`config.mk`:
```
export PLATFORM = sky130hd
export DESIGN_NAME = string_escape_decoder
export DESIGN_NICKNAME = d
export VERILOG_FILES = /design/src/sed_pkg.sv /design/src/sed_core.sv /design/src/sed_fifo.sv /design/src/string_escape_decoder.sv
export VERILOG_INCLUDE_DIRS = /design/src /design/src/src
export SDC_FILE = /design/constraint.sdc
export NUM_CORES = 1
export LEC_CHECK = 0
export BUFFER_PORTS_ARGS = -buffer_cell sky130_fd_sc_hd__buf_2
export CAP_MARGIN = 30
export CORE_MARGIN = 2
export CORE_UTILIZATION = 40
export DETAILED_ROUTE_END_ITERATION = 7
export RECOVER_POWER = 100
export SKIP_CTS_REPAIR_TIMING = 1
export SYNTH_ARGS = -nofsm -noshare
export SYNTH_HDL_FRONTEND = slang
export SYNTH_SLANG_ARGS = --single-unit
```
`constraint.sdc`:
```
create_clock -name i_clk -period 5.5 [get_ports i_clk]
set_clock_uncertainty 0.05 [all_clocks]
set_input_delay 0.55 -clock i_clk [delete_from_list [all_inputs] [get_ports i_clk]]
set_output_delay 0.55 -clock i_clk [all_outputs]
set_load 0.02 [all_outputs]
```
`src/assert_macros.svh`:
```
// assertion macros shared by the string escape decoder modules
// depends on nothing; included by modules that carry assertions
`ifndef ASSERT_MACROS_SVH
`define ASSERT_MACROS_SVH
`ifndef SYNTH
// expression must hold at every clock edge outside reset
`define SED_ASSERT(lbl, clk, rst_n, expr) \
    lbl: assert property (@(posedge clk) disable iff (!rst_n) (expr)) \
        else $error("assertion failed");
// antecedent implies consequent in the same cycle
`define SED_ASSERT_IMPL(lbl, clk, rst_n, ante, cons) \
    lbl: assert property (@(posedge clk) disable iff (!rst_n) (ante) |-> (cons)) \
        else $error("assertion failed");
// antecedent implies consequent in the following cycle
`define SED_ASSERT_NEXT(lbl, clk, rst_n, ante, cons) \
    lbl: assert property (@(posedge clk) disable iff (!rst_n) (ante) |=> (cons)) \
        else $error("assertion failed");
`else
`define SED_ASSERT(lbl, clk, rst_n, expr)
`define SED_ASSERT_IMPL(lbl, clk, rst_n, ante, cons)
`define SED_ASSERT_NEXT(lbl, clk, rst_n, ante, cons)
`endif
`endif

```
`src/sed_pkg.sv`:
```
// shared types for the string escape decoder
// depends on nothing; imported by sed_core, sed_fifo and the top level
package sed_pkg;

    // one decoded result
    typedef struct packed {
        logic [7:0] out_byte;
        logic       byte_valid;
        logic       string_done;
        logic       closed_by_quote;
    } t_result;

    // results produced by one source byte, num is 0, 1 or 2
    typedef struct packed {
        logic [1:0] num;
        t_result    res0;
        t_result    res1;
    } t_push;

endpackage

```
`src/sed_core.sv`:
```
// input register, escape state and per-byte decode logic
// depends on sed_pkg and assert_macros.svh
`include "assert_macros.svh"
module sed_core
    import sed_pkg::*;
#(
    parameter int CNT_W = 3
) (
    input  logic             i_clk,
    input  logic             i_rst_n,
    input  logic             i_valid,
    output logic             o_ready,
    input  logic [7:0]       i_in_byte,
    input  logic             i_source_end,
    input  logic [CNT_W-1:0] i_free,
    output t_push            o_push
);

    typedef enum logic [1:0] {
        MODE_PLAIN,
        MODE_ESC,
        MODE_HEX,
        MODE_OCT
    } t_mode;

    localparam logic [7:0] CH_LF    = 8'h0A;
    localparam logic [7:0] CH_TAB   = 8'h09;
    localparam logic [7:0] CH_CR    = 8'h0D;
    localparam logic [7:0] CH_ESC   = 8'h1B;
    localparam logic [7:0] CH_N     = 8'h6E;
    localparam logic [7:0] CH_T     = 8'h74;
    localparam logic [7:0] CH_R     = 8'h72;
    localparam logic [7:0] CH_E     = 8'h65;
    localparam logic [7:0] CH_XL    = 8'h78;
    localparam logic [7:0] CH_XU    = 8'h58;
    localparam logic [7:0] CH_QUOTE = 8'h22;
    localparam logic [7:0] CH_BSL   = 8'h5C;
    localparam logic [7:0] CH_0     = 8'h30;
    localparam logic [7:0] CH_7     = 8'h37;
    localparam logic [7:0] CH_9     = 8'h39;
    localparam logic [7:0] CH_AL    = 8'h61;
    localparam logic [7:0] CH_FL    = 8'h66;
    localparam logic [7:0] CH_AU    = 8'h41;
    localparam logic [7:0] CH_FU    = 8'h46;

    logic       r_s1_valid;
    logic [7:0] r_s1_byte;
    logic       r_s1_end;
    t_mode      r_mode;
    logic [8:0] r_val;
    logic [1:0] r_cnt;

    t_mode      n_mode;
    logic [8:0] n_val;
    logic [1:0] n_cnt;

    logic       is_end;
    logic       is_hex;
    logic [3:0] hex_d;
    logic       is_oct;
    logic [8:0] hex_sum;
    logic [8:0] oct_sum;
    logic [1:0] cnt_inc;
    logic       do_plain;
    t_result    plain_res;
    logic       plain_emit;
    t_push      push;

    // hex digit classification of the registered byte
    always_comb begin
        is_hex = 1'b1;
        hex_d  = 4'd0;
        if (r_s1_byte >= CH_0 && r_s1_byte <= CH_9) begin
            hex_d = r_s1_byte[3:0];
        end else if ((r_s1_byte >= CH_AL && r_s1_byte <= CH_FL) ||
                     (r_s1_byte >= CH_AU && r_s1_byte <= CH_FU)) begin
            hex_d = r_s1_byte[3:0] + 4'd9;
        end else begin
            is_hex = 1'b0;
        end
    end

    assign is_end  = r_s1_end || (r_s1_byte == 8'h00);
    assign is_oct  = (r_s1_byte >= CH_0) && (r_s1_byte <= CH_7);
    assign hex_sum = {r_val[4:0], hex_d};
    assign oct_sum = {r_val[5:0], r_s1_byte[2:0]};
    assign cnt_inc = r_cnt + 2'd1;

    always_comb begin
        n_mode     = r_mode;
        n_val      = r_val;
        n_cnt      = r_cnt;
        push       = '0;
        do_plain   = 1'b0;
        plain_res  = '0;
        plain_emit = 1'b0;

        unique case (r_mode)
            MODE_ESC: begin
                n_mode = MODE_PLAIN;
                if (is_end) begin
                    // dangling backslash gives a nul byte, then the string ends
                    push.res0.byte_valid = 1'b1;
                    push.num             = 2'd1;
                    do_plain             = 1'b1;
                end else if (r_s1_byte == CH_N) begin
                    push.res0 = '{CH_LF, 1'b1, 1'b0, 1'b0};
                    push.num  = 2'd1;
                end else if (r_s1_byte == CH_T) begin
                    push.res0 = '{CH_TAB, 1'b1, 1'b0, 1'b0};
                    push.num  = 2'd1;
                end else if (r_s1_byte == CH_R) begin
                    push.res0 = '{CH_CR, 1'b1, 1'b0, 1'b0};
                    push.num  = 2'd1;
                end else if (r_s1_byte == CH_E) begin
                    push.res0 = '{CH_ESC, 1'b1, 1'b0, 1'b0};
                    push.num  = 2'd1;
                end else if (r_s1_byte == CH_XL || r_s1_byte == CH_XU) begin
                    n_mode = MODE_HEX;
                    n_val  = '0;
                    n_cnt  = '0;
                end else if (is_oct) begin
                    n_mode = MODE_OCT;
                    n_val  = {6'd0, r_s1_byte[2:0]};
                    n_cnt  = 2'd1;
                end else begin
                    push.res0 = '{r_s1_byte, 1'b1, 1'b0, 1'b0};
                    push.num  = 2'd1;
                end
            end
            MODE_HEX: begin
                if (!is_end && is_hex) begin
                    if (cnt_inc >= 2'd2) begin
                        push.res0 = '{hex_sum[7:0], 1'b1, 1'b0, 1'b0};
                        push.num  = 2'd1;
                        n_mode    = MODE_PLAIN;
                        n_val     = '0;
                        n_cnt     = '0;
                    end else begin
                        n_val = hex_sum;
                        n_cnt = cnt_inc;
                    end
                end else begin
                    // no digits after x gives a literal lowercase x
                    push.res0 = '{(r_cnt == 2'd0) ? CH_XL : r_val[7:0], 1'b1, 1'b0, 1'b0};
                    push.num  = 2'd1;
                    n_mode    = MODE_PLAIN;
                    n_val     = '0;
                    n_cnt     = '0;
                    do_plain  = 1'b1;
                end
            end
            MODE_OCT: begin
                if (!is_end && is_oct) begin
                    if (cnt_inc == 2'd3 || cnt_inc == 2'd0) begin
                        push.res0 = '{oct_sum[7:0], 1'b1, 1'b0, 1'b0};
                        push.num  = 2'd1;
                        n_mode    = MODE_PLAIN;
                        n_val     = '0;
                        n_cnt     = '0;
                    end else begin
                        n_val = oct_sum;
                        n_cnt = cnt_inc;
                    end
                end else begin
                    push.res0 = '{r_val[7:0], 1'b1, 1'b0, 1'b0};
                    push.num  = 2'd1;
                    n_mode    = MODE_PLAIN;
                    n_val     = '0;
                    n_cnt     = '0;
                    do_plain  = 1'b1;
                end
            end
            MODE_PLAIN: begin
                do_plain = 1'b1;
            end
            default: begin
                do_plain = 1'b1;
            end
        endcase

        if (do_plain) begin
            if (is_end) begin
                plain_res  = '{8'h00, 1'b0, 1'b1, 1'b0};
                plain_emit = 1'b1;
                n_mode     = MODE_PLAIN;
                n_val      = '0;
                n_cnt      = '0;
            end else if (r_s1_byte == CH_QUOTE) begin
                plain_res  = '{8'h00, 1'b0, 1'b1, 1'b1};
                plain_emit = 1'b1;
                n_mode     = MODE_PLAIN;
                n_val      = '0;
                n_cnt      = '0;
            end else if (r_s1_byte == CH_BSL) begin
                n_mode = MODE_ESC;
                n_val  = '0;
                n_cnt  = '0;
            end else begin
                plain_res  = '{r_s1_byte, 1'b1, 1'b0, 1'b0};
                plain_emit = 1'b1;
            end
            if (plain_emit) begin
                if (push.num == 2'd0) begin
                    push.res0 = plain_res;
                end else begin
                    push.res1 = plain_res;
                end
                push.num = push.num + 2'd1;
            end
        end

        if (!r_s1_valid) begin
            push   = '0;
            n_mode = r_mode;
            n_val  = r_val;
            n_cnt  = r_cnt;
        end
    end

    assign o_push = push;
    // room must remain for the pending push plus a worst case item behind it
    assign o_ready = (i_free >= (CNT_W'(push.num) + CNT_W'(2)));

    always_ff @(posedge i_clk) begin
        if (!i_rst_n) begin
            r_s1_valid <= 1'b0;
            r_mode     <= MODE_PLAIN;
            r_val      <= '0;
            r_cnt      <= '0;
        end else begin
            r_s1_valid <= i_valid && o_ready;
            r_mode     <= n_mode;
            r_val      <= n_val;
            r_cnt      <= n_cnt;
        end
        if (i_valid && o_ready) begin
            r_s1_byte <= i_in_byte;
            r_s1_end  <= i_source_end;
        end
    end

    `SED_ASSERT_IMPL(a_done_no_byte, i_clk, i_rst_n, push.num != 2'd0 && push.res0.string_done, !push.res0.byte_valid)
    `SED_ASSERT_IMPL(a_pair_leads_byte, i_clk, i_rst_n, push.num == 2'd2, push.res0.byte_valid && !push.res0.string_done)
    `SED_ASSERT_NEXT(a_end_resets_mode, i_clk, i_rst_n, push.num == 2'd2 && push.res1.string_done, r_mode == MODE_PLAIN && r_cnt == 2'd0)

endmodule

```
`src/sed_fifo.sv`:
```
// result queue taking up to two results per cycle and giving one per transfer
// depends on sed_pkg and assert_macros.svh
`include "assert_macros.svh"
module sed_fifo
    import sed_pkg::*;
#(
    parameter int DEPTH = 4,
    parameter int CNT_W = $clog2(DEPTH + 1)
) (
    input  logic             i_clk,
    input  logic             i_rst_n,
    input  t_push            i_push,
    output logic [CNT_W-1:0] o_free,
    output logic             o_valid,
    input  logic             i_ready,
    output t_result          o_res
);

    localparam int PTR_W = (DEPTH > 1) ? $clog2(DEPTH) : 1;
    localparam logic [PTR_W-1:0] LAST = PTR_W'(DEPTH - 1);

    t_result          r_mem [DEPTH];
    logic [PTR_W-1:0] r_head;
    logic [PTR_W-1:0] r_tail;
    logic [CNT_W-1:0] r_count;

    logic [PTR_W-1:0] tail1;
    logic [PTR_W-1:0] tail2;
    logic [PTR_W-1:0] head1;
    logic             pop;

    assign pop   = o_valid && i_ready;
    assign tail1 = (r_tail == LAST) ? '0 : r_tail + 1'b1;
    assign tail2 = (tail1 == LAST) ? '0 : tail1 + 1'b1;
    assign head1 = (r_head == LAST) ? '0 : r_head + 1'b1;

    assign o_valid = (r_count != '0);
    assign o_res   = r_mem[r_head];
    assign o_free  = CNT_W'(DEPTH) - r_count;

    always_ff @(posedge i_clk) begin
        if (!i_rst_n) begin
            r_head  <= '0;
            r_tail  <= '0;
            r_count <= '0;
        end else begin
            if (pop) begin
                r_head <= head1;
            end
            if (i_push.num == 2'd1) begin
                r_tail <= tail1;
            end else if (i_push.num == 2'd2) begin
                r_tail <= tail2;
            end
            r_count <= r_count + CNT_W'(i_push.num) - CNT_W'(pop);
        end
        if (i_push.num != 2'd0) begin
            r_mem[r_tail] <= i_push.res0;
        end
        if (i_push.num == 2'd2) begin
            r_mem[tail1] <= i_push.res1;
        end
    end

    `SED_ASSERT(a_count_bound, i_clk, i_rst_n, r_count <= CNT_W'(DEPTH))
    `SED_ASSERT(a_no_overflow, i_clk, i_rst_n, CNT_W'(i_push.num) <= o_free + CNT_W'(pop))
    `SED_ASSERT_IMPL(a_full_valid, i_clk, i_rst_n, o_free == '0, o_valid)

endmodule

```
`src/string_escape_decoder.sv`:
```
// top level of the string escape decoder
// depends on sed_pkg, sed_core and sed_fifo
//
//  channel  | handshake          | payload
//  ---------+--------------------+-------------------------------------------
//  source   | i_valid / o_ready  | i_in_byte, i_source_end
//  result   | o_valid / i_ready  | o_out_byte, o_byte_valid, o_string_done,
//           |                    | o_closed_by_quote
//
//  one source byte per cycle while o_ready is high; a byte is decoded in the
//  cycle after its transfer, when its results are pushed into the result queue
//  the result port moves one result per transfer, so a byte that gives two
//  results occupies it for two transfers; the result queue of FIFO_DEPTH entries
//  absorbs that and stalls on the result side
//  o_ready drops when the queue cannot hold the pending results plus two more
//  synchronous active-low reset returns the decoder to plain text and empties
//  the queue
module string_escape_decoder
    import sed_pkg::*;
#(
    parameter int FIFO_DEPTH = 4
) (
    input  logic       i_clk,
    input  logic       i_rst_n,
    // source channel
    input  logic       i_valid,
    output logic       o_ready,
    input  logic [7:0] i_in_byte,
    input  logic       i_source_end,
    // result channel
    output logic       o_valid,
    input  logic       i_ready,
    output logic [7:0] o_out_byte,
    output logic       o_byte_valid,
    output logic       o_string_done,
    output logic       o_closed_by_quote
);

    // queue must hold a full pair in flight plus a pair being decoded
    localparam int CNT_W = $clog2(FIFO_DEPTH + 1);

    t_push            push;
    logic [CNT_W-1:0] free;
    t_result          res;

    // input register and escape decoding
    sed_core #(
        .CNT_W (CNT_W)
    ) u_core (
        .i_clk        (i_clk),
        .i_rst_n      (i_rst_n),
        .i_valid      (i_valid),
        .o_ready      (o_ready),
        .i_in_byte    (i_in_byte),
        .i_source_end (i_source_end),
        .i_free       (free),
        .o_push       (push)
    );

    // result queue, one transfer out per cycle while results wait and i_ready is high
    sed_fifo #(
        .DEPTH (FIFO_DEPTH),
        .CNT_W (CNT_W)
    ) u_fifo (
        .i_clk   (i_clk),
        .i_rst_n (i_rst_n),
        .i_push  (push),
        .o_free  (free),
        .o_valid (o_valid),
        .i_ready (i_ready),
        .o_res   (res)
    );

    assign o_out_byte        = res.out_byte;
    assign o_byte_valid      = res.byte_valid;
    assign o_string_done     = res.string_done;
    assign o_closed_by_quote = res.closed_by_quote;

endmodule
```
==> metrics.yaml, run 1 <==
run_status:
  status: "finished, final reports clean"
finish:
  post-route-cell-area_um2: 5860
  multi_input_area_um2: 3040
  finalNonFillerCells: 747
  syn_to_final_growth_pct: 10.2
  drive_gt1_frac: 0.107
  nNetsFinal: 605
  regArea_um2: 2030
  fillers: 1267
  post-route-util: 0.448
  antenna_cells: 0
routing:
  drt_iter0_markers: 522
  drc: 0
  antenna_left: 0
  firstDrtPassIters: 5
  wirelength_um: 15900
  route.vias.total: 4672
  route.detailed.wl_per_inst_um: 21.3
  via_per_inst: 6.25
timing:
  fin_crit_sh: 0.918
  tightest_slew_ps: 826
  fin_setup_tns_ps: 0
  final_hold_viol_count: 0
  max_freq_ghz: 0.198
  maxSlewViolCount: 0
  rsz0062_at_grt: "no"
  setup_viol: 0
  relSlewSlack: 0.445
  fin_crit_ps: 5050
synth:
  syn_inst: 552
  yosysSeqAreaShare: 0.382
  syn_nets: 591
  synth_top_area_frac: 0.300
  yosys.area.top_type: "edfxtp_1"
  yosys.cell_types.count: 73
  syn_area_per_cell_um2: 9.63
  syn-cell-area_um2: 5310
  synthFlopType: "edfxtp_1"
  async_flop_share: 0
  synth_edf_count: 53
  synthTopCellsByArea: "edfxtp_1, dfxtp_1, ha_1, mux4_2, a22o_1"
  yosys_warnings: 0
  synth_seq_cells: 75
worst_setup_path:
  worstSetupStartpointType: "flop"
  setup.worst_path.end_class: "output pin"
  crit_arrival_ps: 4450
  cp.required_ps: 4900
  path_max_fanout: 9
  path_class: "reg -> out"
  reg2reg_depth: 16
clock_tree:
  cts.sinks: 75
  cts_tree: "built"
  clk_path_buf_depth: 2
  cts_root_buffer: "clkbuf_16"
  cts_buffers: 9
  clk_latency_ps: 340
  clkTransAtPathRegs_ps: 60
  h-tree-depth: 3
power_and_ir_drop:
  powerDensity_nw_per_um2: 360
  leakagePower_nw: 1.96
  max-vdd-ir-drop_mv: 0.164
grt:
  grt_max_degree: 32
  grt_pass1_vias: 4534
  grt_pass1_wl_um: 25200
  grt_overflow: 0
  track_usage: 0.232
  antenna_found_initial: 0
placement:
  gp_congestion: 1.03
  dp.cells: 731
  dpl_cell_area_um2: 5630
  hpwl_um: 11800
  io_buffer_count: 25
flow_run:
  max_cap_violations: 0
die:
  die_h_um: 119
  top_level_ports: 26
  dieArea_um2: 14200
  core-area_um2: 13100
  fp.dieW_um: 119
  std_cell_rows: 42
  initial_core_util: 0.406
worst_hold_path:
  min-delay-path-class: "in -> reg"
  worstHoldPathCells: 1
==> worst max-delay path, stage by stage, from the launching register on <==
cell and delay [ps]:
edfxtp_1 550, inv_1 140, ha_1 330, nor4b_2 220, a21oi_1 500, o211ai_1 210
a2bb2oi_1 220, inv_1 90, ha_1 270, o21ai_0 110, a21oi_1 270, ha_1 280
nand2b_1 170, nand4_1 100, a211oi_1 70, a311o_1 400, clkbuf_2 180
==> flip-flops by register name (all words and copies together) (netlist names), named ones only <==
| register | cells |
|---|---|
| u_core.r_val | 8 |
| u_fifo.r_mem | 44 |
| u_fifo.r_head | 2 |
| u_fifo.r_tail | 2 |
| u_core.r_mode | 2 |
| u_core.r_cnt | 2 |
| u_core.r_s1_end | 1 |
| u_core.r_s1_valid | 1 |
| u_core.r_s1_byte | 8 |
| u_fifo.r_count | 3 |
==> cells in the final DEF, fill, tap and decap left out, types with 10 or more instances in the layout <==
cell type  Yosys  layout
a21oi_1       17      17
a22o_1        22      22
a31oi_1       10      10
buf_2          5      12
clkbuf_1      30      21
dfxtp_1       22      22
edfxtp_1      53      53
ha_1          25      25
inv_1         23      23
mux4_2        11      11
nand2_1       33      33
nand3_1       16      16
nand4_1       14      14
nor2_1        37      37
nor3_1        22      22
nor4_1        15      15
o21ai_0       32      32
==> layer usage <==
layer	global-route usage	vias to the layer above	part of all wire
met5	0	-	0
met4	0.113	0	0.042
met3	0.0580	43	0.065
met1	0.298	2238	0.43
met2	0.364	205	0.46
li1	-	2186	-
==> per-stage QoR <==
step           setup WS (ps)  total power [W]  hold WS (ps)
3_5_place_dp             872          0.00158           403
4_1_cts                  466          0.00213           312
2_1_floorplan            762          0.00135           392
6_report                 448          0.00211           328
5_1_grt                 57.2          0.00224           309
3_3_place_gp             934          0.00156           403
==> path summary, 6_finish.rpt <==
path	slack, ps	to	from
max	450	o_ready	u_core.r_s1_byte[0]
min	330	u_core.r_s1_byte[0]	i_in_byte[0]
max reg2reg	700	u_core.r_s1_byte[7]	u_core.r_s1_byte[0]
min reg2reg	410	u_core.r_cnt[1]	u_core.r_cnt[1]
==> final cells by class <==
type | instances | area share
clock inverters | 6 | 0.00726
clock buffers | 10 | 0.0391
well taps | 176 | 0.0376
flip-flops and latches | 75 | 0.347
inverters | 24 | 0.0154
repair buffers | 41 | 0.0342
multi-input cells | 415 | 0.519
==> power by group <==
part / total (W) / internal, W / switching [W]
clock network: 0.000544 / 0.000306 / 0.000238
registers: 0.000794 / 0.000693 / 0.000101
logic: 0.000770 / 0.000287 / 0.000483
==> synth_stat cells (all sizes together) (4+ instances only) <==
cell type / n
edfxtp: 53
nor2: 38
nand2: 33
o21ai: 33
clkbuf: 30
ha: 25
nor3: 25
inv: 23
a22o: 22
dfxtp: 22
a21oi: 17
nand3: 16
nor4: 15
nand4: 14
mux4: 11
a31oi: 10
mux2i: 9
o211ai: 9
xnor2: 9
and2: 8
buf: 8
a211o: 7
a211oi: 7
a21boi: 7
nand2b: 7
a21o: 6
a311o: 6
o22ai: 6
a311oi: 5
nand3b: 5
nor2b: 5
a221o: 4
and3: 4
o21a: 4
or3: 4
==> kinds of logic after synthesis <==
kind of cell / share of synthesized area
buf+inv: 0.0464
xor+xnor: 0.0181
flops: 0.382
compound gates: 0.226
mux: 0.0657
simple gates: 0.198
fa+ha+maj: 0.0626
(Power assumes the default switching activity.)
==> run 2, diff against run 1 <==
--- a/config.mk
+++ b/config.mk
@@ -11,7 +11,7 @@
 export CORE_MARGIN = 2
 export CORE_UTILIZATION = 40
 export DETAILED_ROUTE_END_ITERATION = 7
-export RECOVER_POWER = 100
+export REMOVE_ABC_BUFFERS = 1
 export SKIP_CTS_REPAIR_TIMING = 1
 export SYNTH_ARGS = -nofsm -noshare
 export SYNTH_HDL_FRONTEND = slang
==> constraint.sdc (replaced) <==
create_clock -name i_clk -period 5.9 [get_ports i_clk]
set_clock_uncertainty 0.05 [all_clocks]
set_input_delay 0.59 -clock i_clk [delete_from_list [all_inputs] [get_ports i_clk]]
set_output_delay 0.59 -clock i_clk [all_outputs]
set_load 0.02 [all_outputs]
==> run 2 against run 1 <==
Effect of this change:
- combinational power decreased by 11%
- register-to-register slack improved by 380 ps
- sequential power decreased by 3.1%
- final area increased by 0.56%
- sequential share of layout area decreased by 0.19 points
==> metrics.yaml, run 2 (synthesis results as in run 1) <==
finish:
  antenna_cells: 0  # unchanged
  final_common_cell: "edfxtp_1"
  top_register: "u_fifo.r_mem"
  fillers: 1239  # -2.2%
  finalNonFillerCells: 738  # -1.2%
  post-route-util: 0.450  # +0.00249
  multi_input_area_um2: 3040  # unchanged
  nNetsFinal: 596  # -1.5%
  largest_reg_flops: 44  # unchanged
  final_cell_mix: "edfxtp_1, nor2_1, nand2_1"
  top_regs: "u_fifo.r_mem: 44 flops, u_core.r_s1_byte: 8 flops, u_core.r_val: 8 flops"
  regArea_um2: 2030  # unchanged
  drive_gt1_frac: 0.128  # +0.0213
  syn_to_final_growth_pct: 10.8
worst_setup_path:
  path_buf_inv: 2  # -1
  cp.required_ps: 5260  # +360 ps
  crit_path_frequent_cell: "ha_1"
  rrSetupSlack_ps: 1080  # +380 ps
  crit_arrival_ps: 4530  # +80 ps
  worstSetupStartpointType: "flop"
  path_max_fanout: 9  # unchanged
  path_class: "reg -> out"
  path_cells: "inv_1 -> ha_1 -> nor4b_1 -> a21oi_1 -> and3_1 -> nor3_2 -> nand2_1 -> ha_1 -> nand4_1 -> a211oi_1 -> a311o_1 -> buf_2"
  timing.rr.end: "u_fifo.r_mem[3][2]"
  crit_family: "simple AND/OR/NAND/NOR gates"
  reg2reg_from: "u_core.r_s1_byte[1]"
  worst_path_largest_cell_delay_ps: 490  # -60 ps
  setup.worst_path.end_class: "output pin"
  cp_slowest_cell: "nor4b_1"
  reg2reg_depth: 13  # -3
timing:
  maxSlewViolCount: 0  # unchanged
  fin_crit_ps: 5170
  final_hold_viol_count: 0  # unchanged
  setup_viol: 0  # unchanged
  relSlewSlack: 0.312  # -0.133
  rsz0062_at_grt: "no"
  tightest_slew_ps: 1020  # +199 ps
  max_freq_ghz: 0.193
  fin_crit_sh: 0.877
power_and_ir_drop:
  pwr-share-comb: 0.331  # -0.034
  powerDensity_nw_per_um2: 352  # -2.3%
  max-vdd-ir-drop_mv: 0.234  # +42%
  leakagePower_nw: 2.02  # +2.8%
  p_int_w: 0.00129  # +0.43%
  p_seq_frac: 0.371  # -0.006
  pwr-share-clk: 0.298  # +0.040
  switchingPower_w: 0.000779  # -5.2%
  switching_share: 0.376  # -0.0136
die:
  initial_core_util: 0.406  # unchanged
  dieArea_um2: 14200  # unchanged
  std_cell_rows: 42  # unchanged
  core-area_um2: 13100  # unchanged
  die_h_um: 119  # unchanged
  top_level_ports: 26  # unchanged
  fp.dieW_um: 119  # unchanged
grt:
  grt_use_met1: 0.321  # +0.0230
  grt_overflow: 0  # unchanged
  track_usage: 0.239  # +0.00769
  grt_max_degree: 32  # unchanged
  antenna_found_initial: 0  # unchanged
  grt_pass1_vias: 4559  # +0.55%
  grtUsageMet3: 0.0493  # -0.00862
  use_met2: 0.375  # +0.0111
  grt_pass1_wl_um: 26000  # +2.9%
  top_usage_layer: "met2"
clock_tree:
  cts_buffers: 9  # unchanged
  clk_path_buf_depth: 2  # unchanged
  cts.sinks: 75  # unchanged
  h-tree-depth: 3  # unchanged
  clk_latency_ps: 360  # +20 ps
  cts_root_buffer: "clkbuf_16"
  clkTransAtPathRegs_ps: 70  # about the same
  cts_tree: "built"
placement:
  dp.cells: 722  # -1.2%
  gp_congestion: 0.984  # -4.1%
  io_buffer_count: 25  # unchanged
  hpwl_um: 11800  # about the same
worst_hold_path:
  hold_end: "u_core.r_s1_byte[0]"
  worstHoldPathCells: 1  # unchanged
  min-delay-path-class: "in -> reg"
  min_from: "i_in_byte[0]"
routing:
  drc: 0  # unchanged
  via_per_inst: 6.35  # +1.5%
  antenna_left: 0  # unchanged
  drt_iter0_markers: 500  # -4.2%
  firstDrtPassIters: 5  # unchanged
  route.vias.total: 4686  # +0.30%
  wirelength_um: 16300  # +2.5%
  route.detailed.wl_per_inst_um: 22.1  # +3.8%
flow_run:
  max_cap_violations: 0  # unchanged
run_status:
  status: "finished, final reports clean"
==> run 2: layout make-up <==
type                            instances  share of cell area
Multi-Input combinational cell        415               0.517
Sequential cell                        75               0.345
Tap cell                              176              0.0374
Inverter                               24              0.0153
Timing Repair Buffer                   32              0.0302
Clock inverter                          6              0.0166
Clock buffer                           10              0.0389
==> run 2: layer usage <==
metal  wire [um]  vias up
met4         476        0
met2        7650      232
met1        7000     2244
met3        1180       38
met5           0        -
li1            -     2172
==> run 2: how the worst max path moves through the flow <==
stage	end	cells after the start	from
3_5_place_dp	o_ready	16	u_core.r_s1_byte[1]
4_1_cts	o_ready	16	u_core.r_s1_byte[1]
3_3_place_gp	o_ready	14	u_core.r_s1_byte[3]
6_report	o_ready	12	u_core.r_s1_byte[1]
2_1_floorplan	u_core.r_s1_byte[0]	16	u_core.r_s1_byte[0]
5_1_grt	o_ready	12	u_core.r_s1_byte[1]
==> run 2: stage by stage <==
stage | TNS [ps] | total power, W | area (um2) | worst slack (ps) | hold WS (ps)
2_1_floorplan | -2700 | 0.00123 | 5160 | -279 | 392
4_1_cts | 0 | 0.00207 | 5890 | 795 | 344
6_report | 0 | 0.00207 | 5890 | 727 | 351
3_3_place_gp | 0 | 0.00145 | 5560 | 1270 | 408
5_1_grt | 0 | 0.00219 | 5890 | 348 | 348
3_5_place_dp | 0 | 0.00146 | 5560 | 1220 | 427
==> run 2: power groups by stage <==
stage / clock network [W] / logic [W] / registers [W]
6_report: 0.000616 / 0.000685 / 0.000769
3_5_place_dp: 0 / 0.000680 / 0.000777
2_1_floorplan: 0 / 0.000502 / 0.000732
3_3_place_gp: 0 / 0.000676 / 0.000777
5_1_grt: 0.000649 / 0.000756 / 0.000783
4_1_cts: 0.000624 / 0.000683 / 0.000767
==> run 3, diff against run 2 <==
--- a/config.mk
+++ b/config.mk
@@ -11,6 +11,7 @@
 export CORE_MARGIN = 2
 export CORE_UTILIZATION = 40
 export DETAILED_ROUTE_END_ITERATION = 7
+export PLACE_DENSITY = 0.56
 export REMOVE_ABC_BUFFERS = 1
 export SKIP_CTS_REPAIR_TIMING = 1
 export SYNTH_ARGS = -nofsm -noshare
==> run 3 against run 2 <==
Effect of this change:
- count of clock-buffer cells in the layout rose by 1
- largest power group unchanged
- final area is 0.81% lower
- fmax rose by 0.44%
- sequential cell count is the same
- via count shrank 1.6%
- highest routed layer unchanged
- critical path type unchanged
==> metrics.yaml, run 3 (synthesis results as in run 1) <==
worst_setup_path:
  path_cells: "inv_1 -> ha_1 -> nor4b_1 -> a21oi_1 -> and3_1 -> nor3_2 -> nand2_1 -> ha_1 -> nand4_1 -> a211oi_1 -> a311o_1 -> buf_2"
  setup.worst_path.end_class: "output pin"
  reg2reg_depth: 12  # -1
  cp_slowest_cell: "edfxtp_1"
  path_max_fanout: 9  # unchanged
  worstSetupStartpointType: "flop"
  cp.depth: 12  # unchanged
  crit_family: "simple AND/OR/NAND/NOR gates"
  reg2reg_from: "u_core.r_s1_byte[1]"
  path_class: "reg -> out"
  path_buf_inv: 2  # unchanged
  timing.rr.end: "u_core.r_s1_byte[0]"
  crit_path_frequent_cell: "ha_1"
  crit_arrival_ps: 4510  # -20 ps
  rrSetupSlack_ps: 1150  # +70 ps
  worst_path_largest_cell_delay_ps: 500  # about the same
  cp.required_ps: 5260  # about the same
die:
  std_cell_rows: 42  # unchanged
  fp.dieW_um: 119  # unchanged
  dieArea_um2: 14200  # unchanged
  initial_core_util: 0.406  # unchanged
  core-area_um2: 13100  # unchanged
  die_h_um: 119  # unchanged
  top_level_ports: 26  # unchanged
clock_tree:
  h-tree-depth: 3  # unchanged
  cts_tree: "built"
  clkTransAtPathRegs_ps: 60  # about the same
  cts_buffers: 9  # unchanged
  clk_path_buf_depth: 2  # unchanged
  cts.sinks: 75  # unchanged
  clk_latency_ps: 350  # about the same
  cts_root_buffer: "clkbuf_16"
placement:
  dp.cells: 722  # unchanged
  gp_congestion: 0.991  # +0.65%
  io_buffer_count: 25  # unchanged
  hpwl_um: 11200  # -5.0%
finish:
  final_common_cell: "edfxtp_1"
  final_cell_mix: "edfxtp_1, nor2_1, nand2_1"
  largest_reg_flops: 44  # unchanged
  top_regs: "u_fifo.r_mem: 44 flops, u_core.r_s1_byte: 8 flops, u_core.r_val: 8 flops"
  nNetsFinal: 596  # unchanged
  syn_to_final_growth_pct: 9.91
  drive_gt1_frac: 0.128  # unchanged
  top_register: "u_fifo.r_mem"
  finalNonFillerCells: 738  # unchanged
  antenna_cells: 0  # unchanged
routing:
  via_per_inst: 6.25  # -1.6%
  firstDrtPassIters: 5  # unchanged
  wirelength_um: 15600  # -4.7%
  drc: 0  # unchanged
  route.vias.total: 4610  # -1.6%
  drt_iter0_markers: 500  # unchanged
  antenna_left: 0  # unchanged
  route.detailed.wl_per_inst_um: 21.1  # -4.7%
timing:
  max_freq_ghz: 0.194  # +0.44%
  fin_crit_sh: 0.873  # -0.00381
  tightest_slew_ps: 862  # -162 ps
  setup_viol: 0  # unchanged
  relSlewSlack: 0.420  # +0.108
  maxSlewViolCount: 0  # unchanged
  final_hold_viol_count: 0  # unchanged
  rsz0062_at_grt: "no"
  fin_crit_ps: 5150  # -22.5 ps
flow_run:
  max_cap_violations: 0  # unchanged
grt:
  antenna_found_initial: 0  # unchanged
  grt_pass1_vias: 4419  # -3.1%
  grt_overflow: 0  # unchanged
  grt_max_degree: 32  # unchanged
  track_usage: 0.224  # -0.0155
  grt_pass1_wl_um: 24500  # -5.8%
worst_hold_path:
  worstHoldPathCells: 1  # unchanged
  hold_end: "u_core.r_s1_byte[6]"
  min_from: "i_in_byte[6]"
  min-delay-path-class: "in -> reg"
power_and_ir_drop:
  leakagePower_nw: 1.99  # -1.5%
  finalPower_w: 0.00198  # -4.6%
  max-vdd-ir-drop_mv: 0.230  # -1.5%
  powerDensity_nw_per_um2: 338  # -3.8%
run_status:
  status: "finished, final reports clean"
==> run 3: cell types whose count changed in the layout (fill, tap and decap cells not counted), sizes merged <==
cell | previous run | this run
clkbuf | 10 | 11
bufinv | 2 | 0
clkinvlp | 0 | 3
clkinv | 3 | 2
inv | 25 | 24
==> run 3: how the worst max path moves through the flow <==
| stage | startpoint | end |
|---|---|---|
| detailed placement | u_core.r_s1_byte[4] | o_ready |
| global placement | u_core.r_s1_byte[3] | o_ready |
| global route | u_core.r_s1_byte[0] | o_ready |
| finish | u_core.r_s1_byte[1] | o_ready |
| CTS | u_core.r_s1_byte[4] | o_ready |
| floorplan | u_core.r_s1_byte[0] | u_core.r_s1_byte[0] |
==> run 3: report_power, final <==
group	switching [W]	internal [W]
Sequential	0.000121	0.000646
Clock	0.000228	0.000297
Combinational	0.000415	0.000269
==> run 3: routing by layer <==
metal  part of all wire  GRT usage  up-vias
met3              0.066     0.0421       43
li1                   -          -     2161
met1               0.44      0.303     2172
met4              0.043      0.121        0
met5                  0          0        -
met2               0.45      0.338      234
==> run 3: cell type report <==
cell class              count  area, um2
well taps                 176        220
inverters                  24       90.1
multi-input cells         415       3040
repair buffers             32        178
clock inverters             5       36.3
fillers                  1278       7240
flip-flops and latches     75       2030
clock buffers              11        243
==> run 3: stage by stage <==
step | hold WS [ps] | worst slack [ps] | utilization | instance area (um2) | setup TNS, ps
finish | 360 | 749 | 0.446 | 5840 | 0
global route | 350 | 315 | 0.446 | 5840 | 0
CTS | 348 | 892 | 0.446 | 5840 | 0
detailed placement | 415 | 1280 | 0.425 | 5560 | 0
global placement | 405 | 1310 | 0.425 | 5560 | 0
floorplan | 392 | -279 | - | 5160 | -2700
